**config.mk**
```make
export PLATFORM = sky130hd
export DESIGN_NAME = imu_ssn_queue
export DESIGN_NICKNAME = d
export VERILOG_FILES = /design/src/hdl/imu_ssn_pkg.sv /design/src/hdl/imu_ssn_queue.sv
export SDC_FILE = /design/constraint.sdc
export NUM_CORES = 1
export LEC_CHECK = 0
export ABC_AREA = 1
export BUFFER_PORTS_ARGS = -buffer_cell sky130_fd_sc_hd__buf_4
export CAP_MARGIN = 20
export CORE_AREA = 2 2 203 205
export DETAILED_ROUTE_END_ITERATION = 7
export DIE_AREA = 0 0 205 207
export PLACE_DENSITY = 0.75
export RECOVER_POWER = 100
export SETUP_SLACK_MARGIN = 0.1
export SYNTH_ARGS = -nofsm -noshare
export SYNTH_HDL_FRONTEND = slang
export SYNTH_SLANG_ARGS = --single-unit
```
**constraint.sdc**
```tcl
create_clock -name i_clk -period 14.7 [get_ports i_clk]
set_input_delay 0.735 -clock i_clk [delete_from_list [all_inputs] [get_ports i_clk]]
set_output_delay 0.735 -clock i_clk [all_outputs]
set_load 0.03 [all_outputs]
```
**src/hdl/imu_ssn_pkg.sv**
```systemverilog
// ----------------------------------------------------------------------------
// IMU sample scale/normalize package
// Shared types, constants and step functions for the IMU scaling block.
// ----------------------------------------------------------------------------
package imu_ssn_pkg;

    localparam logic [30:0] RATE_K0 = 31'd119938113;
    localparam logic [30:0] RATE_K1 = 31'd479752452;
    localparam logic [30:0] RATE_K2 = 31'd1919009807;

    localparam logic [15:0] ACCEL_MIN_RESET = 16'd2676;

    localparam logic REG_GYRO_RANGE = 1'b0;
    localparam logic REG_ACCEL_MIN  = 1'b1;

    localparam logic [1:0] RANGE_V0 = 2'd0;
    localparam logic [1:0] RANGE_V1 = 2'd1;

    typedef struct packed {
        logic [2:0][31:0] rate;
        logic [2:0][31:0] accel;
        logic [63:0]      sum_sq;
        logic             below;
    } t_item;

    typedef struct packed {
        logic [34:0] rem;
        logic [31:0] root;
    } t_sqrt;

    typedef struct packed {
        logic [33:0] rem;
        logic        qbit;
    } t_div;

    function automatic logic [30:0] rate_factor(input logic [1:0] range);
        logic [30:0] k;
        unique case (range)
            RANGE_V0: k = RATE_K0;
            RANGE_V1: k = RATE_K1;
            default:  k = RATE_K2;
        endcase
        return k;
    endfunction

    function automatic t_sqrt sqrt_step(input t_sqrt cur, input logic [1:0] bits);
        t_sqrt       nxt;
        logic [34:0] rem;
        logic [34:0] trial;
        rem   = {cur.rem[32:0], bits};
        trial = {1'b0, cur.root, 2'b01};
        if (rem >= trial) begin
            nxt.rem  = rem - trial;
            nxt.root = {cur.root[30:0], 1'b1};
        end else begin
            nxt.rem  = rem;
            nxt.root = {cur.root[30:0], 1'b0};
        end
        return nxt;
    endfunction

    function automatic t_div div_step(input logic [33:0] rem_in, input logic [32:0] den,
                                      input logic nbit);
        t_div        nxt;
        logic [33:0] rem;
        rem = {rem_in[32:0], nbit};
        if (rem >= {1'b0, den}) begin
            nxt.rem  = rem - {1'b0, den};
            nxt.qbit = 1'b1;
        end else begin
            nxt.rem  = rem;
            nxt.qbit = 1'b0;
        end
        return nxt;
    endfunction

endpackage

```
**src/hdl/imu_ssn_queue.sv**
```systemverilog
// ----------------------------------------------------------------------------
// IMU item queue
// Short FIFO between the front end and the normalizing back end.
// ----------------------------------------------------------------------------
module imu_ssn_queue #(
    parameter int DEPTH = 2
) (
    input  logic                 i_clk,
    input  logic                 i_rst_n,
    input  logic                 i_push,
    output logic                 o_push_ready,
    input  imu_ssn_pkg::t_item   i_item,
    output logic                 o_valid,
    input  logic                 i_pop,
    output imu_ssn_pkg::t_item   o_item
);
    import imu_ssn_pkg::*;

    localparam int PTR_W = $clog2(DEPTH);
    localparam int CNT_W = $clog2(DEPTH + 1);

    t_item             r_mem [DEPTH];
    logic [PTR_W-1:0]  r_wr;
    logic [PTR_W-1:0]  r_rd;
    logic [CNT_W-1:0]  r_cnt;
    logic              do_push;
    logic              do_pop;

    assign o_push_ready = (r_cnt != CNT_W'(DEPTH));
    assign o_valid      = (r_cnt != '0);
    assign do_push      = i_push && o_push_ready;
    assign do_pop       = i_pop && o_valid;
    assign o_item       = r_mem[r_rd];

    always_ff @(posedge i_clk) begin
        if (do_push) r_mem[r_wr] <= i_item;
    end

    always_ff @(posedge i_clk) begin
        if (!i_rst_n) begin
            r_wr  <= '0;
            r_rd  <= '0;
            r_cnt <= '0;
        end else begin
            if (do_push) r_wr <= (r_wr == PTR_W'(DEPTH - 1)) ? '0 : r_wr + PTR_W'(1);
            if (do_pop)  r_rd <= (r_rd == PTR_W'(DEPTH - 1)) ? '0 : r_rd + PTR_W'(1);
            if (do_push && !do_pop)      r_cnt <= r_cnt + CNT_W'(1);
            else if (do_pop && !do_push) r_cnt <= r_cnt - CNT_W'(1);
        end
    end

endmodule

```
-- Yosys cells after proc, flatten, opt, wreduce, memory -nomap -nowiden
Memories as Yosys holds them, arrays and structs flattened. A register that Yosys moved wholly into a read port is not among the register bits.
Cells that the tools add are included.
Widths: inputs -> output; s select.
- equal/unequal tests: 1
- add/subtract/negate cells: 4
- mux-type cells: 8
- reductions and logical operators: 8
- operators with widths (operator ; count):
    $mux 1 ; 6
    $logic_and 1x1->1 ; 4
    $mux 2 ; 2
    $reduce_bool 2->1 ; 2
    $add 1x1->1 const B ; 2
    $add 2x1->2 const B ; 1
    $logic_not 1->1 ; 2
    $ne 2x2->1 const B ; 1
    $sub 2x1->2 const B ; 1
- register bits after elaboration: 4
- input bits: 261
- memories kept: 1
- logic and storage cells: 25
- RAM bits: 514
- memories (name ; words ; width ; rd ports ; clocked after Yosys merged registers in ; wr ports ; line ; text):
    r_mem ; 2 ; 257 ; 1 ; 1 ; 1 ; imu_ssn_queue.sv:22 ; t_item r_mem [DEPTH];

-- Depth between registers and ports, before layout
- depth after elaboration: 6
- gate-level depth with buffers: 11

-- Least setup slack after synthesis
No wires, ideal clock.
- path type: input to register
- start point: input i_push
- end point: memory r_mem[0][0] (netlist bit), enable pin
- setup slack: 2337 ps
- buffers on the path: 0
- arrival time: 11482 ps
- library setup time: 881 ps
- data required time: 13819 ps
- cell stages on the path: 2
- cell sequence: nand2_1 > nor2_1
- word-level cells in the longest chain between the ends: 3
- ends and longest elaborated chain (what ; line ; text):
    from (decl) ; imu_ssn_queue.sv:10 ; input logic i_push,
    $logic_and 1x1->1 ; imu_ssn_queue.sv:31 ; assign do_push = i_push && o_push_ready;
    $mux 1 ; imu_ssn_queue.sv:36 ; if (do_push) r_mem[r_wr] <= i_item;
    $mux 1 (not written as such) ; imu_ssn_queue.sv:36 ;
    to (decl) ; imu_ssn_queue.sv:22 ;
No other way between the ends.

==> reports/qor.csv <==
stage,metric,value,unit
status,status,"complete, but fails checks",
status,failing checks,"max-capacitance violations, max-slew violations",
yosys,post-synth top area cell,edfxtp_1,
sta,Peak Freq,124,MHz
routing,total wire length,42700,um
yosys,largest cells by area after synthesis,"edfxtp_1 78%, mux2_4 17%, mux2_2 1.5%, buf_6 0.85%, buf_8 0.83%",
clock_tree,Worst-path clk slew,60,ps
floorplanning,Chip Width,205,um
clock_tree,number of gates resized after CTS,0,
floorplanning,Die Y-Extent,207,um
sta,setup violators final,0,
finish,final std cells w/o fill,1971,
finish,Multi-input gate area,3020,um^2
floorplanning,core region area,40400,um^2
worst_setup_path,Critical R2R Launch,r_cnt[0],
power,Sw Share,30.9,%
sta,min Tclk post-route,8060,ps
worst_hold_path,worst hold path startpoint,i_item[3],
global_routing,vias in the first global route,10300,
finish,FF+latch area,15500,um^2
routing,drt initial violations,576,
finish,"Area growth, synth to finish",24.0,%
power,Pleak,0.00887,uW
routing,DR pass1 iterations,6,
clock_tree,postcts setup bufs,0,
worst_setup_path,crit-path max FO,54,
floorplanning,Initial Utilization,49.0,%
routing,DRC,0,
power,Comb power frac,27.7,%
clock_tree,CTS tree,done,
sta,worst-margin pin slew,4320,ps
power,internal power,3110,uW
power,share of power burned in registers,43.2,%
clock_tree,hold buffer count at CTS,0,
worst_setup_path,Worst Path Required,13970,ps
power,sw power,1390,uW
power,Final Power,4500,uW
worst_setup_path,CP dominant cell by count,clkbuf_1,
yosys,Synth Instances,837,
floorplanning,Boundary Pins,520,
worst_setup_path,worst-case reg-to-reg path depth,6,
power,Clock Power Share,29.0,%
finish,post-layout util,60.8,%
worst_setup_path,CP Capture Type,primary output,
finish,most frequent cells in the layout,"514 x edfxtp_1, 237 x buf_4, 228 x mux2_1",
worst_setup_path,worst path cell trace,clkbuf_1 > clkbuf_1 > mux2_1 > buf_4,
clock_tree,later-pin clock latency in the skew report,560,ps
power,pwr/cell area,183,nW/um^2
power,Worst VDD drop,0.000129,V
yosys,Yosys cell types,17,
yosys,syn nets,1099,
global_routing,initial antenna violation count,10,
worst_hold_path,WHS Path Cells,1,
worst_setup_path,crit path DAT,7320,ps
clock_tree,clock root buffer,clkbuf_16,
sta,setup_tns,0,ps
floorplanning,die area,42400,um^2
global_routing,global route total overflow,0,
sta,Hold Fails Final Rpt,0,
clock_tree,CTS sink count,519,
clock_tree,clock buffer count from CTS,52,
floorplanning,Rows,74,
worst_setup_path,kind of critical path,reg2out,
routing,Via density,4.98,
sta,final worst-path cycle share,54.8,%
worst_setup_path,RR Endpoint,r_mem[0][64],
yosys,Synth Area per Inst,23.7,um^2
sta,Final Max Slew Viols,358,
global_routing,pin count of the biggest net entering global routing,185,
worst_setup_path,r2r setup slk,9220,ps
yosys,register area share after synthesis,78.5,%
job,MaxCap Viol Count,6,
routing,post-route ant nets,0,
sta,Worst slew margin,-188,%
yosys,synthesis-stage register bit count,519,
worst_setup_path,delay of the slowest critical-path stage,2310,ps
routing,WL per Instance,21.6,um
yosys,"Cell Area, Synth",19800,um^2
yosys,Synth Warn #,0,
worst_hold_path,Worst Hold End,r_mem[0][3],
yosys,Synth top area share,78.0,%
sta,RSZ-0062 raised after global routing,false,
finish,Filler cells,3136,
clock_tree,htree depth,2,
placed_design,IO Port Bufs,519,
worst_setup_path,CP max-delay cell,clkbuf_1,
finish,"most common cell after layout, fill and taps aside",edfxtp_1,
sta,worst hold margin,373,ps
global_routing,GRT Overall Usage,19.4,%
placed_design,HPWL after DPL,29100,um
placed_design,routability cong.,0.807,
global_routing,global-route wire length before repair,61600,um
worst_hold_path,Hold WC Path Type,in2reg,
finish,Nets,1651,
routing,via count,9812,
finish,fraction of layout cells with a size suffix above 1,36.1,%
worst_setup_path,CP startpoint kind,flip-flop,
placed_design,placed cells,1867,
sta,clock skew,12.3,ps
clock_tree,CTS max path bufs,3,
-- power groups by stage --
stage	clock network [uW]	logic (uW)	registers [uW]
after detailed placement	0	1470	1980
after CTS	1340	1470	1950
after floorplan	0	1030	2030
after global placement	0	1450	1970
after global routing	1390	1310	1960
final	1310	1250	1940
-- how the worst max path moves through the flow --
stage	startpoint	endpoint	depth (start not counted)	slack, ps
floorplan	i_push	r_mem[0][0]	2	2340
global placement	flip-flop	o_item[106]	4	10670
detailed placement	flip-flop	o_item[156]	4	10570
CTS	flip-flop	o_item[156]	4	9940
global route	flip-flop	o_item[53]	4	6010
finish	flip-flop	o_item[53]	4	6640
-- worst max-delay path: cells and delay by family (launching register included) --
kind,cells,cell delay (ps)
multiplexers,1,460
buffers and inverters,3,4390
flip-flops,1,1810
-- metrics by stage --
stage          cell area (um^2)  setup slack (ps)
6_report                  24500              6640
5_1_grt                   24500              6010
4_1_cts                   25800              9940
3_5_place_dp              24100             10570
3_3_place_gp              24100             10670
2_1_floorplan             19800              2340
-- per-layer routing --
metal | up-vias | part of all wire (%) | track usage [%]
met2 | 398 | 51 | 33.1
met4 | 4 | 4.9 | 10.4
met1 | 4849 | 36 | 22.1
met3 | 115 | 7.9 | 5.60
li1 | 4446 | - | -
met5 | - | 0.059 | 0
-- layout make-up --
cell class                 instances  area share, %
sequential                       519           63.3
clock buffer                      70           5.66
antenna                            8         0.0816
timing repair buffer             527           14.5
inverter                           8          0.122
clock inverter                    26           1.25
tap                              532           2.71
multi-input combinational        281           12.3
-- cells in the mapped netlist, drive strengths merged --
master and count:
nor2 8, ha 1, inv 8, o21ai 2, o21a 1, mux2 257, edfxtp 514, a21oi 1
dfxtp 5, nand3 1, buf 29, nand2 9, nand4 1
-- registers in the layout, summed over array words and instances (netlist names), named ones only --
signal	flops
r_cnt	2
r_rd	1
r_mem	514
r_wr	1
-- cell families after synthesis --
kind of cell | after synthesis | share of synthesized area (%)
muxes | 257 | 19.0
buffers and inverters | 37 | 1.99
AOI/OAI and AO/OA | 4 | 0.114
adders and majority gates | 1 | 0.0632
and+or+nand+nor | 19 | 0.379
DFF | 519 | 78.5
No activity file was read; power rests on OpenSTA's default activity.
