`config.mk`:
```
export PLATFORM = sky130hd
export DESIGN_NAME = imu_ssn_back
export DESIGN_NICKNAME = d
export VERILOG_FILES = /design/src/hdl/imu_ssn_pkg.sv /design/src/hdl/imu_ssn_back.sv
export SDC_FILE = /design/constraint.sdc
export NUM_CORES = 2
export LEC_CHECK = 0
export CORE_MARGIN = 10
export CORE_UTILIZATION = 41
export CTS_CLUSTER_DIAMETER = 80
export DETAILED_ROUTE_END_ITERATION = 12
export DONT_BUFFER_PORTS = 1
export GPL_ROUTABILITY_DRIVEN = 0
export PLACE_DENSITY = 0.56
export SETUP_SLACK_MARGIN = 0.4
export SYNTH_ARGS = -nofsm -noshare
export SYNTH_HDL_FRONTEND = slang
export SYNTH_SLANG_ARGS = --single-unit
```
`constraint.sdc`:
```
create_clock -name i_clk -period 29.6 [get_ports i_clk]
set_input_delay 1.48 -clock i_clk [delete_from_list [all_inputs] [get_ports i_clk]]
set_output_delay 1.48 -clock i_clk [all_outputs]
set_load 0.01 [all_outputs]
```
`src/hdl/imu_ssn_pkg.sv`:
```
// ----------------------------------------------------------------------------
// IMU sample scale/normalize package
// Shared types, constants and step functions for the IMU scaling block.
// ----------------------------------------------------------------------------
package imu_ssn_pkg;

    localparam logic [30:0] RATE_K0 = 31'd119938113;
    localparam logic [30:0] RATE_K1 = 31'd479752452;
    localparam logic [30:0] RATE_K2 = 31'd1919009807;

    localparam logic [15:0] ACCEL_MIN_RESET = 16'd2676;

    localparam logic REG_GYRO_RANGE = 1'b0;
    localparam logic REG_ACCEL_MIN  = 1'b1;

    localparam logic [1:0] RANGE_V0 = 2'd0;
    localparam logic [1:0] RANGE_V1 = 2'd1;

    typedef struct packed {
        logic [2:0][31:0] rate;
        logic [2:0][31:0] accel;
        logic [63:0]      sum_sq;
        logic             below;
    } t_item;

    typedef struct packed {
        logic [34:0] rem;
        logic [31:0] root;
    } t_sqrt;

    typedef struct packed {
        logic [33:0] rem;
        logic        qbit;
    } t_div;

    function automatic logic [30:0] rate_factor(input logic [1:0] range);
        logic [30:0] k;
        unique case (range)
            RANGE_V0: k = RATE_K0;
            RANGE_V1: k = RATE_K1;
            default:  k = RATE_K2;
        endcase
        return k;
    endfunction

    function automatic t_sqrt sqrt_step(input t_sqrt cur, input logic [1:0] bits);
        t_sqrt       nxt;
        logic [34:0] rem;
        logic [34:0] trial;
        rem   = {cur.rem[32:0], bits};
        trial = {1'b0, cur.root, 2'b01};
        if (rem >= trial) begin
            nxt.rem  = rem - trial;
            nxt.root = {cur.root[30:0], 1'b1};
        end else begin
            nxt.rem  = rem;
            nxt.root = {cur.root[30:0], 1'b0};
        end
        return nxt;
    endfunction

    function automatic t_div div_step(input logic [33:0] rem_in, input logic [32:0] den,
                                      input logic nbit);
        t_div        nxt;
        logic [33:0] rem;
        rem = {rem_in[32:0], nbit};
        if (rem >= {1'b0, den}) begin
            nxt.rem  = rem - {1'b0, den};
            nxt.qbit = 1'b1;
        end else begin
            nxt.rem  = rem;
            nxt.qbit = 1'b0;
        end
        return nxt;
    endfunction

endpackage

```
`src/hdl/imu_ssn_back.sv`:
```
// ----------------------------------------------------------------------------
// IMU back end
// Normalizes the accel sum of squares, takes its square root and divides
// each axis by the magnitude, two bits per cycle.
// ----------------------------------------------------------------------------
module imu_ssn_back (
    input  logic                 i_clk,
    input  logic                 i_rst_n,
    input  logic                 i_valid,
    output logic                 o_pop,
    input  imu_ssn_pkg::t_item   i_item,
    output logic                 o_valid,
    input  logic                 i_ready,
    output logic [191:0]         o_data,
    output logic                 o_below
);
    import imu_ssn_pkg::*;

    localparam logic [2:0] ST_IDLE = 3'd0;
    localparam logic [2:0] ST_NORM = 3'd1;
    localparam logic [2:0] ST_SQRT = 3'd2;
    localparam logic [2:0] ST_PREP = 3'd3;
    localparam logic [2:0] ST_DIV  = 3'd4;
    localparam logic [2:0] ST_FIN  = 3'd5;

    logic [2:0]        r_state;
    logic [63:0]       r_v;
    logic [4:0]        r_e;
    logic [3:0]        r_cnt;
    t_sqrt             r_sq;
    logic [32:0]       r_den;
    logic [2:0][31:0]  r_mag;
    logic [2:0]        r_neg;
    logic [2:0][31:0]  r_rate;
    logic              r_below;
    logic [2:0][31:0]  r_nlow;
    logic [2:0][33:0]  r_drem;
    logic [2:0][31:0]  r_q;
    logic              r_out_valid;
    logic [191:0]      r_out_data;
    logic              r_out_below;

    t_sqrt             sq_a;
    t_sqrt             sq_b;
    t_div              dv_a [3];
    t_div              dv_b [3];
    logic [2:0][63:0]  num;
    logic [5:0]        shamt;
    logic              out_load;
    logic [2:0][31:0]  unit;

    assign o_pop    = (r_state == ST_IDLE) && i_valid;
    assign out_load = (r_state == ST_FIN) && (!r_out_valid || i_ready);
    assign o_valid  = r_out_valid;
    assign o_data   = r_out_data;
    assign o_below  = r_out_below;

    assign sq_a  = sqrt_step(r_sq, r_v[63:62]);
    assign sq_b  = sqrt_step(sq_a, r_v[61:60]);
    assign shamt = 6'd31 + {1'b0, r_e};

    always_comb begin
        for (int i = 0; i < 3; i++) begin
            num[i]  = ({32'd0, r_mag[i]} << shamt) + {32'd0, r_sq.root};
            dv_a[i] = div_step(r_drem[i], r_den, r_nlow[i][31]);
            dv_b[i] = div_step(dv_a[i].rem, r_den, r_nlow[i][30]);
            unit[i] = r_below ? 32'd0 : (r_neg[i] ? (~r_q[i] + 32'd1) : r_q[i]);
        end
    end

    always_ff @(posedge i_clk) begin
        if (!i_rst_n) begin
            r_state <= ST_IDLE;
            r_cnt   <= 4'd0;
        end else begin
            unique case (r_state)
                ST_IDLE: if (i_valid) r_state <= i_item.below ? ST_FIN : ST_NORM;
                ST_NORM: begin
                    if (r_v[63:62] != 2'd0) begin
                        r_state <= ST_SQRT;
                        r_cnt   <= 4'd0;
                    end
                end
                ST_SQRT: begin
                    r_cnt <= r_cnt + 4'd1;
                    if (r_cnt == 4'd15) r_state <= ST_PREP;
                end
                ST_PREP: begin
                    r_state <= ST_DIV;
                    r_cnt   <= 4'd0;
                end
                ST_DIV: begin
                    r_cnt <= r_cnt + 4'd1;
                    if (r_cnt == 4'd15) r_state <= ST_FIN;
                end
                ST_FIN:  if (out_load) r_state <= ST_IDLE;
                default: r_state <= ST_IDLE;
            endcase
        end
    end

    always_ff @(posedge i_clk) begin
        unique case (r_state)
            ST_IDLE: begin
                for (int i = 0; i < 3; i++) begin
                    r_rate[i] <= i_item.rate[i];
                    r_neg[i]  <= i_item.accel[i][31];
                    r_mag[i]  <= i_item.accel[i][31] ? (~i_item.accel[i] + 32'd1)
                                                     : i_item.accel[i];
                end
                r_v     <= i_item.sum_sq;
                r_e     <= 5'd0;
                r_below <= i_item.below;
                r_sq    <= '0;
            end
            ST_NORM: begin
                if (r_v[63:56] == 8'd0) begin
                    r_v <= {r_v[55:0], 8'd0};
                    r_e <= r_e + 5'd4;
                end else if (r_v[63:62] == 2'd0) begin
                    r_v <= {r_v[61:0], 2'd0};
                    r_e <= r_e + 5'd1;
                end
            end
            ST_SQRT: begin
                r_sq <= sq_b;
                r_v  <= {r_v[59:0], 4'd0};
            end
            ST_PREP: begin
                r_den <= {r_sq.root, 1'b0};
                for (int i = 0; i < 3; i++) begin
                    r_drem[i] <= {2'b00, num[i][63:32]};
                    r_nlow[i] <= num[i][31:0];
                    r_q[i]    <= 32'd0;
                end
            end
            ST_DIV: begin
                for (int i = 0; i < 3; i++) begin
                    r_drem[i] <= dv_b[i].rem;
                    r_nlow[i] <= {r_nlow[i][29:0], 2'b00};
                    r_q[i]    <= {r_q[i][29:0], dv_a[i].qbit, dv_b[i].qbit};
                end
            end
            default: r_v <= r_v;
        endcase
    end

    always_ff @(posedge i_clk) begin
        if (!i_rst_n) begin
            r_out_valid <= 1'b0;
        end else if (out_load) begin
            r_out_valid <= 1'b1;
        end else if (i_ready) begin
            r_out_valid <= 1'b0;
        end
    end

    always_ff @(posedge i_clk) begin
        if (out_load) begin
            r_out_data  <= {unit[2], unit[1], unit[0], r_rate[2], r_rate[1], r_rate[0]};
            r_out_below <= r_below;
        end
    end

    a_root_normalized: assert property (@(posedge i_clk) disable iff (!i_rst_n)
        (r_state == ST_PREP) |-> r_sq.root[31])
        else $error("square root not normalized");

    a_div_rem_bound: assert property (@(posedge i_clk) disable iff (!i_rst_n)
        (r_state == ST_DIV) |-> (r_drem[0] < {1'b0, r_den}) && (r_drem[1] < {1'b0, r_den})
                                && (r_drem[2] < {1'b0, r_den}))
        else $error("divider remainder out of range");

    a_unit_bound: assert property (@(posedge i_clk) disable iff (!i_rst_n)
        (r_state == ST_FIN && !r_below) |-> (r_q[0] <= 32'h4000_0000)
            && (r_q[1] <= 32'h4000_0000) && (r_q[2] <= 32'h4000_0000))
        else $error("unit component exceeds one");

    a_out_hold: assert property (@(posedge i_clk) disable iff (!i_rst_n)
        (r_state == ST_FIN && r_out_valid && !i_ready) |=> (r_state == ST_FIN))
        else $error("result lost under stall");

endmodule

```
-- Yosys cells after proc, flatten, opt, wreduce, memory -nomap -nowiden
Index checks and enable logic that the tools add are counted.
W data, S select, Z words.
- divide/modulo/power cells: 0
- shift-type cells: 3
- mux-type cells: 35
- magnitude comparators: 8
- reduce and logical (&&, ||, !) cells: 19
- bitwise operators: 6
- add/sub/neg operators: 21
- multiply operators: 0
- eq/ne operators: 12
- operators with widths (cell ; count):
    $pmux W96 S2 ; 2
    $ge A34 B33 Y1 ; 6
    $pmux W101 S2 ; 1
    $sub A33 B33 Y33 ; 6
    $add A32 B1 Y32 const B ; 6
    $add A64 B32 Y64 ; 3
    $not A32 Y32 ; 6
    $pmux W64 S3 ; 1
    $shl A32 B6 Y64 ; 3
    $mux W34 ; 4
    $mux W65 ; 2
    $pmux W65 S2 ; 1
    $mux W64 ; 2
    $mux W32 ; 3
    $mux W31 ; 3
    $ge A35 B34 Y1 ; 2
    $mux W35 ; 2
    $sub A34 B33 Y34 ; 2
    $mux W3 ; 6
    $pmux W3 S6 ; 1
    $pmux W4 S3 ; 1
    $mux W5 ; 2
    $ne A2 B2 Y1 const B ; 5
    $pmux W5 S2 ; 1
    other kinds (22) ; 33
- logic and storage cells: 135
- bits in latches: 0
- RAM bits: 0
- output and inout port bits: 195
- bits of input ports: 261
- memory bits (read-only): 0
- memories kept: 0
- bits in registers: 854

-- Longest topological paths before layout
- depth in word-level cells: 5
- gate-level depth with buffers: 32
- gate-level depth less buffers: 27

-- Worst setup path before layout
Ideal clock, no wire load.
- path kind: reg-to-reg
- start point: register r_state[2]
- end point: register r_drem[0] (netlist name), enable pin
- setup time: 1.346 ns
- stages on the path, launching flop included: 5
- path buffers: 3
- data required time: 28.254 ns
- path slack: 7.103 ns
- arrival: 21.151 ns
- clock period less this slack: 22.497 ns
- cells stage by stage: dfxtp_1 > clkbuf_1 > clkbuf_1 > clkbuf_1 > o21ai_0
- longest elaborated chain between the ends: 2
- elaborated cells between the ends (all ways): 3
- those cells by class: eq/ne (2); reduce/logical (1)
- RTL lines (what ; line ; source):
    start: declaration ; imu_ssn_back.sv:26 ; logic [2:0] r_state;
    start signal: assignment ; imu_ssn_back.sv:77 ; ST_IDLE: if (i_valid) r_state <= i_item.below ? ST_FIN : ST_NORM;
    $eq A3 B3 Y1 or $eq A3 B2 Y1 (tied branches) ; imu_ssn_back.sv:103 ; unique case (r_state)
    $reduce_bool A2 Y1 (no source line) (*) ; n/a ;
    end signal: indexed assignment ; imu_ssn_back.sv:132 ; r_drem[i] <= {2'b00, num[i][63:32]};
    end signal: indexed assignment ; imu_ssn_back.sv:139 ; r_drem[i] <= dv_b[i].rem;
    end: declaration ; imu_ssn_back.sv:37 ; logic [2:0][33:0] r_drem;
Every way passes the cells marked *; elsewhere a longest branch is shown, timed or not.
A chain may end at the register's enable or synchronous reset.

-- Worst setup path after layout
- start point: register r_den[2]
- end point: register r_drem[69] (netlist name), data pin
- longest elaborated chain between the ends: 5
- elaborated cells between the ends (all ways): 7
- those cells by class: add/sub (2); order compare (2); mux (3)
- RTL lines (what ; line ; source):
    start: declaration ; imu_ssn_back.sv:31 ; logic [32:0] r_den;
    start signal: assignment ; imu_ssn_back.sv:130 ; r_den <= {r_sq.root, 1'b0};
    $ge A34 B33 Y1 or $sub A33 B33 Y33 (tied branches) ; imu_ssn_pkg.sv:67, imu_ssn_pkg.sv:68 ;
    $mux W34 ; imu_ssn_pkg.sv:67 ; if (rem >= {1'b0, den}) begin
    $sub A33 B33 Y33 or $ge A34 B33 Y1 (tied branches) ; imu_ssn_pkg.sv:68, imu_ssn_pkg.sv:67 ;
    $mux W34 (*) ; imu_ssn_pkg.sv:67 ;
    $pmux W101 S2 (*) ; imu_ssn_back.sv:103 ;
Marked as above.

==> metrics.cfg <==
[synth]
synthAdderAreaFrac = 0.07437
synth_cells = 6620
yosys_warnings = 0
synth.area.mux_share = 0.07137
yosys.area_share.simple = 0.1509
synth_edf_count = 846
synth_flop_cell = edfxtp_1
yosysSeqAreaShare = 0.3984
synth_top_family_by_area = compound AO/OA/AOI/OAI gates
syn-cell-area_um2 = 64170
syn_area_per_cell_um2 = 9.693
ys_ff_latch = 854
postSynth.asyncResetShare = 0
synth-compound-area-share = 0.1920
synth_xor_area_frac = 0.07735
synth_cell_types = 101

[cells_and_area]
n_antenna_cell = 0
layout_common_cells = edfxtp_1 (846), nand2_1 (687), a21oi_1 (576)
layout-drive-gt1-share = 0.07045
fin_util = 0.4456
final_common_cell = edfxtp_1
syn2layout_area_growth_pct = 8.217
final_net_count = 7141
final_cells = 8644

[worst_setup_path]
crit_fanout = 50
crit_arrival_ps = 9620
required_ps = 30100
worstRegToRegCells = 26
reg2reg_slack_ps = 20480
worstSetupEndpointType = flip-flop
r2r-start = r_den[2]$_DFFE_PP_
worstSetupStartpointType = flip-flop
reg2reg_to = r_drem[69]$_DFFE_PP_
worstSetupPathType = flip-flop to flip-flop

[worst_hold_path]
min_path_type = flip-flop to flip-flop
hold_path.startpoint = r_rate[54]$_DFFE_PP_
holdPathEnd = o_data[54]$_DFFE_PP_
whs_path_depth = 0

[route]
dr_wl_met3_um = 18510
via_count = 53370
first_iter_violations = 5780
firstDrtPassIters = 8
post_drt_wl_per_cell_um = 25.16
vias_per_cell = 6.174
wl_met2_um = 96670
drt-met1-wl_um = 94000
finalWirelength_um = 217400
drtAntennaViolNets = 0
drc = 0
top_layer = met5

[timing]
slew_violations = 0
fmax_mhz = 109.7
hold_viol_final = 0
setup_viol = 0
rsz0062_at_grt = false
max-slew-margin-rel = 0.1795
period_share = 0.3081
finClkSkew_ps = 61.98
worst_pin_slew_ps = 1215
period_needed_ps = 9118
tns_ps = 0

[floorplanning]
die_w_um = 415.6
coreArea_um2 = 155800
die_h_um = 415.6
start_util = 0.4117
rows = 145
ios = 456
dieArea_um2 = 172700

[clocking]
cts_tree = yes
cts_setup_buffers = 0
clk_latency_ps = 760
cts-root-buf = clkbuf_16
h-tree-depth = 3
clk_pin_slew_ps = 60
cts_resized = 0
cts_made_buffers = 100
cts_sinks = 854
cts-hold-fix-buffers = 0
cts_buffer_depth = 3

[grt]
antenna_found_initial = 4
grt_pass1_vias = 50030
grt.total_usage = 0.2391
grt_max_degree = 116
grt_pass1_wl_um = 323000
overflow = 0

[run_status]
status = completed

[placement]
io_buffers = 0
hpwl_um = 162900
dp_cells = 8460

[flow_run]
cap_violations = 0

[state kept, by name (all words and copies together), names as in the netlist]
register and flops:
r_below 1, r_q 96, r_drem 99, r_v 64
r_sq 65, o_below 1, r_state 3, r_mag 96
r_den 32, r_rate 96, r_e 5, o_valid 1
r_neg 3, o_data 192, r_nlow 96, r_cnt 4
[worst max path at each step]
| stage | start | cells past startpoint | slack, ps | to |
|---|---|---|---|---|
| floorplan | r_state[2]$_SDFFE_PN0P_ | 4 | 7100 | r_drem[0]$_DFFE_PP_ |
| global placement | r_den[2]$_DFFE_PP_ | 26 | 20750 | r_drem[69]$_DFFE_PP_ |
| detailed placement | r_den[2]$_DFFE_PP_ | 26 | 20700 | r_drem[69]$_DFFE_PP_ |
| CTS | r_den[2]$_DFFE_PP_ | 26 | 20650 | r_drem[69]$_DFFE_PP_ |
| global route | r_den[2]$_DFFE_PP_ | 26 | 20060 | r_drem[69]$_DFFE_PP_ |
| finish | r_den[2]$_DFFE_PP_ | 26 | 20480 | r_drem[69]$_DFFE_PP_ |
[per-stage QoR]
stage | area [um^2] | worst slack (ps) | hold WS [ps]
floorplan | 64270 | 7103 | 400.3
global placement | 66070 | 20750 | 400.6
detailed placement | 66070 | 20700 | 404.5
CTS | 69440 | 20650 | 415.3
global route | 69440 | 20060 | 423.2
finish | 69440 | 20480 | 417.0
[Yosys cell counts (all sizes together), types with 13 or more instances]
cell	number	share of area
clkbuf	221	0.013
and2	49	0.0048
ha	367	0.072
or3	48	0.0047
a21o	189	0.022
o31ai	80	0.0094
mux2i	171	0.027
o31a	15	0.0020
a211o	19	0.0026
o22ai	34	0.0033
a221o	65	0.010
or2	26	0.0025
nand4	53	0.0052
inv	194	0.011
a211oi	64	0.0076
nand2b	69	0.0067
xor2	247	0.034
mux2	58	0.010
a2111oi	13	0.0021
nor4	38	0.0039
o221ai	13	0.0018
and3	147	0.014
a31oi	46	0.0045
a21oi	577	0.045
xnor2	318	0.044
o41ai	30	0.0041
a21boi	21	0.0025
a22oi	17	0.0020
edfxtp	846	0.40
nand3	113	0.0088
nor2b	50	0.0049
o211ai	40	0.0047
nor3	100	0.0080
o21a	48	0.0056
mux4	98	0.034
nand2	691	0.041
or4	44	0.0054
nor2	562	0.033
buf	99	0.011
o21ai	477	0.037
o21bai	50	0.0058
[routing by layer]
metal,up-vias,GRT usage
met5,-,0
met4,2,0.08539
met3,431,0.04577
met2,2379,0.3720
met1,25910,0.3303
li1,24640,-
[worst max-delay path, stage by stage, from the launching register on]
cell	delay [ps]
edfxtp_1	350
inv_1	60
buf_4	240
ha_1	300
a21o_1	190
a21o_1	230
a21oi_1	370
o21ai_0	330
a41oi_1	600
o311ai_0	360
a41oi_4	480
buf_4	500
mux2_2	420
ha_1	360
o21a_1	210
o31a_1	110
o21ai_0	180
nand2b_1	180
a31oi_1	510
o311ai_0	210
a21o_1	250
a31oi_1	300
o211ai_1	180
a211oi_4	980
buf_4	490
mux2i_1	130
mux2_2	270
[cell families after synthesis]
| family | Yosys count |
|---|---|
| adder cells (fa/ha/maj) | 376 |
| AO/OA/AOI/OAI | 1930 |
| flip-flops | 854 |
| XOR/XNOR | 565 |
| AND/OR/NAND/NOR | 2051 |
| multiplexers | 327 |
| other | 2 |
| buffers and inverters | 515 |
[layout make-up]
type | instances | area (um^2)
clock buffers | 117 | 2566
clock inverters | 67 | 805.8
fillers | 14910 | 86400
inverters | 195 | 732.0
multi-input cells | 5279 | 36620
flip-flops and latches | 854 | 25570
well taps | 2058 | 2575
repair buffers | 74 | 568.0
Power is left out: the tool's default activity adds up to more than one toggle a clock period on the data nets, which glitch-free logic cannot reach.
